$ cat src/design/pida_pkg.sv
`timescale 1ns / 1ps
// ----------------------------------------------------------------------------
// pida_pkg
// Shared types and codes for the positional insert/delete array list.
// ----------------------------------------------------------------------------
package pida_pkg;

    localparam int POS_W       = 6;
    localparam int VALUE_W     = 32;
    localparam int COUNT_W     = 7;
    localparam int MAX_RESULTS = 64;

    typedef enum logic [1:0] {
        CMD_APPEND = 2'd0,
        CMD_INSERT = 2'd1,
        CMD_DELETE = 2'd2,
        CMD_READ   = 2'd3
    } t_cmd;

    typedef enum logic [1:0] {
        ST_OK     = 2'd0,
        ST_FULL   = 2'd1,
        ST_EMPTY  = 2'd2,
        ST_BADPOS = 2'd3
    } t_status;

    typedef enum logic [2:0] {
        OP_NONE,
        OP_APPEND,
        OP_INSERT,
        OP_DELETE,
        OP_ROTATE
    } t_op;

    // controller to datapath
    typedef struct packed {
        t_op     op;
        logic    load_out;
        t_status status;
        logic    last;
        logic    from_head;
    } t_dp_cmd;

    // datapath to controller
    typedef struct packed {
        logic full;
        logic empty;
    } t_dp_stat;

endpackage

$ cat src/design/pida_ctrl.sv
`timescale 1ns / 1ps
// ----------------------------------------------------------------------------
// pida_ctrl
// Command decode, read-out sequencing and result handshake.
// ----------------------------------------------------------------------------
module pida_ctrl #(
    parameter int  CAPACITY = 64,
    localparam int CW       = $clog2(CAPACITY + 1),
    localparam int PW       = (CW > 7) ? CW : 7
) (
    input  logic                        i_clk,
    input  logic                        i_rst_n,
    input  logic                        i_valid,
    input  logic [1:0]                  i_command,
    input  logic [pida_pkg::POS_W-1:0]  i_position,
    input  logic                        i_stall,
    input  pida_pkg::t_dp_stat          i_stat,
    input  logic [CW-1:0]               i_used,
    output logic                        o_stall,
    output logic                        o_valid,
    output pida_pkg::t_dp_cmd           o_cmd
);

    typedef enum logic {
        S_IDLE,
        S_READ
    } t_state;

    t_state            r_state;
    t_state            n_state;
    logic [CW-1:0]     r_idx;
    logic [CW-1:0]     n_idx;
    logic              r_out_valid;
    logic              w_out_free;
    logic              w_emit;
    logic [PW-1:0]     w_pos;
    logic [PW-1:0]     w_used;
    logic [PW-1:0]     w_idx;
    logic [PW-1:0]     w_last_idx;
    pida_pkg::t_dp_cmd w_cmd;

    assign w_out_free = !r_out_valid || !i_stall;
    assign w_pos      = PW'(i_position);
    assign w_used     = PW'(i_used);
    assign w_idx      = PW'(r_idx);
    assign w_emit     = (w_idx < PW'(pida_pkg::MAX_RESULTS));
    assign w_last_idx = (w_used > PW'(pida_pkg::MAX_RESULTS)) ?
                        PW'(pida_pkg::MAX_RESULTS - 1) : (w_used - PW'(1));

    always_comb begin
        n_state         = r_state;
        n_idx           = r_idx;
        w_cmd.op        = pida_pkg::OP_NONE;
        w_cmd.load_out  = 1'b0;
        w_cmd.status    = pida_pkg::ST_OK;
        w_cmd.last      = 1'b1;
        w_cmd.from_head = 1'b0;
        unique case (r_state)
            S_IDLE: begin
                if (i_valid && w_out_free) begin
                    unique case (pida_pkg::t_cmd'(i_command))
                        pida_pkg::CMD_APPEND: begin
                            w_cmd.load_out = 1'b1;
                            if (i_stat.full) begin
                                w_cmd.status = pida_pkg::ST_FULL;
                            end else begin
                                w_cmd.op = pida_pkg::OP_APPEND;
                            end
                        end
                        pida_pkg::CMD_INSERT: begin
                            w_cmd.load_out = 1'b1;
                            if (i_stat.full) begin
                                w_cmd.status = pida_pkg::ST_FULL;
                            end else if (w_pos > w_used) begin
                                w_cmd.status = pida_pkg::ST_BADPOS;
                            end else begin
                                w_cmd.op = pida_pkg::OP_INSERT;
                            end
                        end
                        pida_pkg::CMD_DELETE: begin
                            w_cmd.load_out = 1'b1;
                            if (i_stat.empty) begin
                                w_cmd.status = pida_pkg::ST_EMPTY;
                            end else if (w_pos >= w_used) begin
                                w_cmd.status = pida_pkg::ST_BADPOS;
                            end else begin
                                w_cmd.op = pida_pkg::OP_DELETE;
                            end
                        end
                        pida_pkg::CMD_READ: begin
                            if (i_stat.empty) begin
                                w_cmd.load_out = 1'b1;
                                w_cmd.status   = pida_pkg::ST_EMPTY;
                            end else begin
                                n_state = S_READ;
                                n_idx   = '0;
                            end
                        end
                    endcase
                end
            end
            S_READ: begin
                // past the result limit the chain keeps rotating without output
                if (!w_emit || w_out_free) begin
                    w_cmd.op        = pida_pkg::OP_ROTATE;
                    w_cmd.load_out  = w_emit;
                    w_cmd.from_head = 1'b1;
                    w_cmd.last      = (w_idx == w_last_idx);
                    if (w_idx == w_used - PW'(1)) begin
                        n_state = S_IDLE;
                    end else begin
                        n_idx = r_idx + CW'(1);
                    end
                end
            end
        endcase
    end

    always_ff @(posedge i_clk) begin
        if (!i_rst_n) begin
            r_state     <= S_IDLE;
            r_idx       <= '0;
            r_out_valid <= 1'b0;
        end else begin
            r_state <= n_state;
            r_idx   <= n_idx;
            if (w_cmd.load_out) begin
                r_out_valid <= 1'b1;
            end else if (!i_stall) begin
                r_out_valid <= 1'b0;
            end
        end
    end

    assign o_stall = !((r_state == S_IDLE) && w_out_free);
    assign o_valid = r_out_valid;
    assign o_cmd   = w_cmd;

endmodule
$ cat config.mk
export PLATFORM = sky130hd
export DESIGN_NAME = pida_ctrl
export DESIGN_NICKNAME = d
export VERILOG_FILES = /design/src/design/pida_pkg.sv /design/src/design/pida_ctrl.sv
export SDC_FILE = /design/constraint.sdc
export NUM_CORES = 1
export LEC_CHECK = 0
export BUFFER_PORTS_ARGS = -buffer_cell sky130_fd_sc_hd__buf_2
export CAP_MARGIN = 20
export CORE_ASPECT_RATIO = 0.7
export CORE_MARGIN = 4
export CORE_UTILIZATION = 46
export CTS_CLUSTER_SIZE = 12
export DETAILED_ROUTE_END_ITERATION = 6
export GPL_TIMING_DRIVEN = 0
export HOLD_SLACK_MARGIN = 0.06
export PLACE_DENSITY = 0.77
export SLEW_MARGIN = 20
export SYNTH_ARGS = -nofsm -noshare
export SYNTH_HDL_FRONTEND = slang
export SYNTH_SLANG_ARGS = --single-unit
$ cat constraint.sdc
create_clock -name i_clk -period 2.1 [get_ports i_clk]
set_input_delay 0.42 -clock i_clk [delete_from_list [all_inputs] [get_ports i_clk]]
set_output_delay 0.42 -clock i_clk [all_outputs]
set_load 0.005 [all_outputs]
==> results_dict.tcl, run 1 <==
set metrics [dict create \
    run_status "complete, but fails checks" \
    failed_checks "negative setup slack" \
    reg2reg_depth 7 \
    die_w_um 65.61 \
    cellPowerDensity_nw_per_um2 345.4 \
    finalNetCount 212 \
    worstPathArrival_ns 1.96 \
    hold_viol 0 \
    worstSkewPairLatency_ns 0.26 \
    die_outline_area_um2 3170 \
    number_of_vias_per_cell 5.671 \
    wl_met3_um 201 \
    grt_first_pass_wirelength_um 5423 \
    maxSlewHeadroom_pct 70.06 \
    detail_route.drc_violations 0 \
    crit_path_end_kind "output port" \
    setup.worst_path.start_class "input pin" \
    hold_class "input pin to flop" \
    fmaxAchievable_mhz 419.9 \
    met1_length_um 1439 \
    port_buffers 29 \
    crit_fanout 5 \
    synth_nets 168 \
    synth_sequential_area_ratio_pct 16.86 \
    cts_inserted_buffers 3 \
    r2r_setup_slack_ns 0.08 \
    count_of_flip_flops_with_a_built_in_enable_after_synthesis 0 \
    tightestPinTransition_ns 0.4476 \
    detailed_place_hpwl_um 2303 \
    drt_first_pass_iters 4 \
    drv_slew 0 \
    core.rowCount 14 \
    min_period_ns 2.382 \
    hold_critical_path_depth 3 \
    r2r_start "r_idx[5]$_SDFFE_PN0P_" \
    ys.warnings.count 0 \
    netlist_area_um2 1069 \
    max_cap_viols 0 \
    synth_top_area_share_pct 16.86 \
    finClkSkew_ns 0.001045 \
    place.gp.congestion 0.8316 \
    setup_tns_ns -1.452 \
    synth_flop_cell "sky130_fd_sc_hd__dfxtp_1" \
    synth_largest_area_cell "sky130_fd_sc_hd__dfxtp_1" \
    synth_cell_types 48 \
    cts_max_path_buffers 2 \
    drive_above_1_share_pct 44.75 \
    syn_avg_cell_area_um2 7.743 \
    synth_commonest_cells "16 x sky130_fd_sc_hd__nand2_1, 15 x sky130_fd_sc_hd__a21oi_1, 12 x sky130_fd_sc_hd__inv_1" \
    path_clk_slew_ns 0.06 \
    leakage_nw 0.6445 \
    sinks_on_the_clock_net 9 \
    antenna_violating_nets_post_route 0 \
    dpl.cell_count 199 \
    floorplan.core_area_um2 2172 \
    totalWireLength_um 3103 \
    cts.root.buffer_cell "sky130_fd_sc_hd__clkbuf_4" \
    io_pins 31 \
    synthArstFlopShare_pct 0 \
    routedWlPerCell_um 14.57 \
    post-route-period-util_pct 113.4 \
    initial_core_util_pct 49.19 \
    antenna-diode-count 0 \
    min_delay_worst_endpoint "o_valid$_SDFFE_PN0P_" \
    yosys.cell_count.top_type "sky130_fd_sc_hd__nand2_1" \
    cp.required_ns 1.68 \
    die_h_um 48.33 \
    cts_hold_buf 0 \
    rsz_0062_raised_after_global_routing "true" \
    met2WireLength_um 1462 \
    dr.first_iter.drc_count 52 \
    flow.area_growth_from_synthesis_pct 48.36 \
    vdd_drop_max_mv 0.3542 \
    via_count 1208 \
    number_of_endpoints_failing_setup_at_the_final_stage 11 \
    htree_num_levels 1 \
    final_cell_count_no_fill 213 \
    r2r-end "r_idx[1]$_SDFFE_PN0P_" \
    synthesis.instances 138 \
    grt_start_max_net_pins 11 \
    vias_in_the_first_global_route 1185 \
    path_class "input pin to output port" \
    cts_tree "yes" \
    synth_top_cells_by_area "sky130_fd_sc_hd__dfxtp_1 17%, sky130_fd_sc_hd__ha_1 11%, sky130_fd_sc_hd__a21oi_1 7.0%, sky130_fd_sc_hd__nand2_1 5.6%, sky130_fd_sc_hd__o32ai_2 4.6%" \
    topRoutingLayerUsed "met3" \
    grt_resource_usage_total_pct 20.90 \
    min_from "i_stall" \
    post-route-worst-setup-slack_ns -0.2816 \
    yosys_register_bits 9 \
    initial_antenna_violation_count 0 \
    grt.overflow.total 0 \
]
layout make-up:
cell class              instances  area (um^2)
plain buffers                   3        16.27
multi-input cells             114        967.2
clock buffers                   4        26.28
fillers                       179        586.8
inverters                      12        65.06
flip-flops and latches          9        180.2
repair buffers                 39        290.3
well taps                      32        40.04
how the worst max path moves through the flow:
stage                   start                    end  slack [ns]  cells after the start
floorplan           i_used[1]  r_idx[5]$_SDFFE_PN0P_      -0.001                      7
global placement    i_used[4]               o_cmd[2]       -0.36                      9
detailed placement  i_used[4]               o_cmd[2]       -0.42                      9
CTS                 i_used[1]               o_cmd[1]       -0.29                      8
global route        i_used[3]               o_cmd[2]       -0.38                      9
finish              i_used[3]               o_cmd[1]       -0.28                      8
routing by layer:
metal / GRT usage, % / vias to the layer above
li1: - / 605
met1: 29.17 / 557
met4: 3.448 / 0
met3: 5.324 / 0
met2: 32.77 / 46
met5: 0 / -
where the power goes:
| group | internal, W | total (W) | switching, W |
|---|---|---|---|
| Clock | 0.0000733 | 0.000134 | 0.0000609 |
| Sequential | 0.000174 | 0.000176 | 0.00000290 |
| Combinational | 0.000121 | 0.000237 | 0.000116 |
state kept, by name (all words and copies together), names as in the netlist:
| register | count |
|---|---|
| o_valid | 1 |
| r_idx | 7 |
| r_state | 1 |
placed cells by master (no fill, tap or decap), drive strengths merged, types with 4 or more instances in the layout:
master and count:
a21oi 15, o21ai 6, buf 40, clkbuf 6, nand2 16, ha 9
and3 4, nor3 4, inv 12, nand2b 5, dfxtp 9
critical path, stage by stage:
cell and delay (ns):
sky130_fd_sc_hd__buf_12 0.11, sky130_fd_sc_hd__or4_4 0.57, sky130_fd_sc_hd__and3b_4 0.21, sky130_fd_sc_hd__a211oi_4 0.20, sky130_fd_sc_hd__nor3_2 0.07, sky130_fd_sc_hd__a21oi_1 0.16, sky130_fd_sc_hd__o21ai_1 0.08, sky130_fd_sc_hd__buf_2 0.14
metrics by stage:
stage,area [um^2],utilization [%],worst slack [ns],hold WS [ns],power [W]
after floorplan,1096,-,-0.001031,0.4810,0.0002869
after global placement,1281,58.99,-0.3631,0.4990,0.0003389
after detailed placement,1281,58.99,-0.4227,0.5085,0.0003478
after CTS,1498,68.95,-0.2867,0.4492,0.0005247
after global routing,1585,72.98,-0.3783,0.4724,0.0005890
final,1585,72.98,-0.2816,0.4565,0.0005475
cell families (layout without fill, tap and decap cells):
| kind of cell | Yosys count | count (layout) | synth area share [%] |
|---|---|---|---|
| fa+ha+maj | 9 | 9 | 10.54 |
| simple gates | 54 | 54 | 28.81 |
| flops | 9 | 9 | 16.86 |
| compound gates | 45 | 45 | 32.67 |
| buf+inv | 15 | 58 | 5.737 |
| mux | 3 | 3 | 2.927 |
| xor+xnor | 3 | 3 | 2.459 |
timing repair:
item,CTS,global route
pin swaps,11,9
endpoints found under the setup margin,11,12
setup buffers,6,4
gates resized for setup,33,14
endpoints found under the hold margin,0,0
No activity file was read; power rests on OpenSTA's default activity.
==> inputs of run 2 (changes only) <==
Settings changed: CORE_UTILIZATION 46 to 25, PLACE_DENSITY 0.77 to 0.48, SETUP_SLACK_MARGIN set to 0.1.
==> results_dict.tcl, run 2 (synthesis results as in run 1) <==
set metrics [dict create \
    run_status "complete, but fails checks" \
    failed_checks "negative setup slack" \
    initial_antenna_violation_count 0 \
    htree_num_levels 1 \
    vias_in_the_first_global_route 1269 \
    drt_first_pass_iters 4 \
    worstSkewPairLatency_ns 0.23 \
    min_period_ns 2.436 \
    detail_route.drc_violations 0 \
    maxSlewHeadroom_pct 67.57 \
    floorplan.core_area_um2 4018 \
    power.share.combinational_pct 40.6 \
    setup.worst_path.start_class "input pin" \
    cts.root.buffer_cell "sky130_fd_sc_hd__clkbuf_8" \
    layout_commonest_cell "sky130_fd_sc_hd__buf_2" \
    leakage_nw 0.6862 \
    post-route-period-util_pct 116.0 \
    crit_fanout 3 \
    netSwitchingFraction_pct 31.42 \
    share_seq_of_total_power_pct 27.6 \
    port_buffers 29 \
    clock_power_share_pct 31.8 \
    antenna_violating_nets_post_route 0 \
    final_cell_count_no_fill 236 \
    cts_hold_buf 0 \
    layout.cells.most_common_list "23 x sky130_fd_sc_hd__buf_2, 15 x sky130_fd_sc_hd__nand2_1, 13 x sky130_fd_sc_hd__buf_4" \
    detailed_place_hpwl_um 2643 \
    multi_input_area_um2 1017 \
    number_of_vias_per_cell 5.136 \
    grt_resource_usage_total_pct 12.96 \
    post-route-worst-setup-slack_ns -0.3364 \
    cp.required_ns 1.68 \
    drv_slew 0 \
    io_pins 31 \
    dr.first_iter.drc_count 48 \
    place.gp.congestion 0.7979 \
    cts_max_path_buffers 2 \
    die_h_um 62.70 \
    number_of_endpoints_failing_setup_at_the_final_stage 12 \
    internal_power_component_w 0.0004395 \
    rsz_0062_raised_after_global_routing "true" \
    fillers 395 \
    regArea_um2 180.2 \
    totalWireLength_um 3376 \
    finClkSkew_ns 0.004023 \
    vdd_drop_max_mv 0.2493 \
    path_clk_slew_ns 0.04 \
    via_count 1212 \
    die_w_um 86.14 \
    dpl.cell_count 219 \
    die_outline_area_um2 5401 \
    cts_tree "yes" \
    hold_class "input pin to flop" \
    postLayoutCoreUtil_pct 43.35 \
    antenna-diode-count 0 \
    flow.area_growth_from_synthesis_pct 63.00 \
    p_switching_w 0.0002014 \
    drive_above_1_share_pct 49.46 \
    path_class "input pin to output port" \
    grt_first_pass_wirelength_um 5747 \
    setup_tns_ns -2.996 \
    fmaxAchievable_mhz 410.4 \
    max_cap_viols 0 \
    cts_inserted_buffers 3 \
    cellPowerDensity_nw_per_um2 368.0 \
    registers.top_by_ff_count "r_idx" \
    grt.overflow.total 0 \
    initial_core_util_pct 26.60 \
    core.rowCount 19 \
    hold_viol 0 \
    crit_path_end_kind "output port" \
    worstPathArrival_ns 2.02 \
    grt_start_max_net_pins 11 \
    routedWlPerCell_um 14.31 \
    sinks_on_the_clock_net 9 \
    tightestPinTransition_ns 0.4848 \
    finalNetCount 215 \
    largest_reg_flops 7 \
]
## run 2: changes by cell type in the layout (fill, tap and decap cells not counted), moves of 2 or more
cell and delta:
sky130_fd_sc_hd__a21oi_1 -5, sky130_fd_sc_hd__a21oi_2 +5, sky130_fd_sc_hd__buf_12 +3, sky130_fd_sc_hd__buf_4 +2, sky130_fd_sc_hd__clkbuf_4 -4, sky130_fd_sc_hd__clkbuf_8 +3
## run 2: path summary, 6_finish.rpt
path                              start                     to  slack, ns  cells after the start
hold reg to reg    o_valid$_SDFFE_PN0P_   o_valid$_SDFFE_PN0P_       0.52                      2
hold / removal                  i_stall   o_valid$_SDFFE_PN0P_       0.49                      3
setup reg to reg  r_idx[5]$_SDFFE_PN0P_  r_idx[6]$_SDFFE_PN0P_      -0.06                      8
setup / recovery              i_used[1]               o_cmd[6]      -0.34                     12
## run 2: final cells by class
cell class              instances  area share (%)
multi-input cells             114           58.41
repair buffers                 42           19.68
flip-flops and latches          9           10.34
inverters                      12           4.310
well taps                      52           3.736
clock buffers                   4           2.586
plain buffers                   3          0.9339
## run 2: worst max-delay path, cell delays in order
cell,delay (ns)
sky130_fd_sc_hd__buf_12,0.10
sky130_fd_sc_hd__buf_12,0.12
sky130_fd_sc_hd__clkinv_8,0.04
sky130_fd_sc_hd__ha_4,0.19
sky130_fd_sc_hd__nor2b_4,0.12
sky130_fd_sc_hd__o21a_1,0.17
sky130_fd_sc_hd__o21ai_2,0.22
sky130_fd_sc_hd__a31o_4,0.20
sky130_fd_sc_hd__buf_6,0.09
sky130_fd_sc_hd__nand3b_1,0.08
sky130_fd_sc_hd__a21oi_2,0.13
sky130_fd_sc_hd__buf_2,0.12
## run 2: power by group through the flow
| stage | clock network [W] | registers, W | logic (W) |
|---|---|---|---|
| final | 0.000204 | 0.000177 | 0.000260 |
| after global routing | 0.000221 | 0.000177 | 0.000286 |
| after CTS | 0.000211 | 0.000177 | 0.000240 |
| after detailed placement | 0 | 0.000180 | 0.000193 |
| after global placement | 0 | 0.000180 | 0.000186 |
| after floorplan | 0 | 0.000180 | 0.000121 |
## run 2: metal layers
metal  track usage (%)  part of all wire [%]  routed length [um]
met1             17.40                    49                1648
met2             20.58                    44                1491
met3             4.480                   6.8                 229
met4             1.383                  0.18                   6
met5                 0                     0                   0
## run 2: repair_timing
item / in CTS / in global routing
buffers inserted: 9 / 4
gates resized for setup: 31 / 10
pin swaps: 17 / 12
endpoints found under the hold margin: 0 / 0
setup endpoints to repair: 12 / 12
## run 2: through the flow
stage	total power (W)	hold slack (ns)	setup WS, ns	cell area (um^2)
6_report	0.0006409	0.4948	-0.3364	1742
5_1_grt	0.0006843	0.5046	-0.4149	1742
4_1_cts	0.0006274	0.4861	-0.3681	1658
3_5_place_dp	0.0003732	0.5130	-0.3927	1404
3_3_place_gp	0.0003656	0.5073	-0.4256	1404
2_1_floorplan	0.0003005	0.4810	0.008895	1194
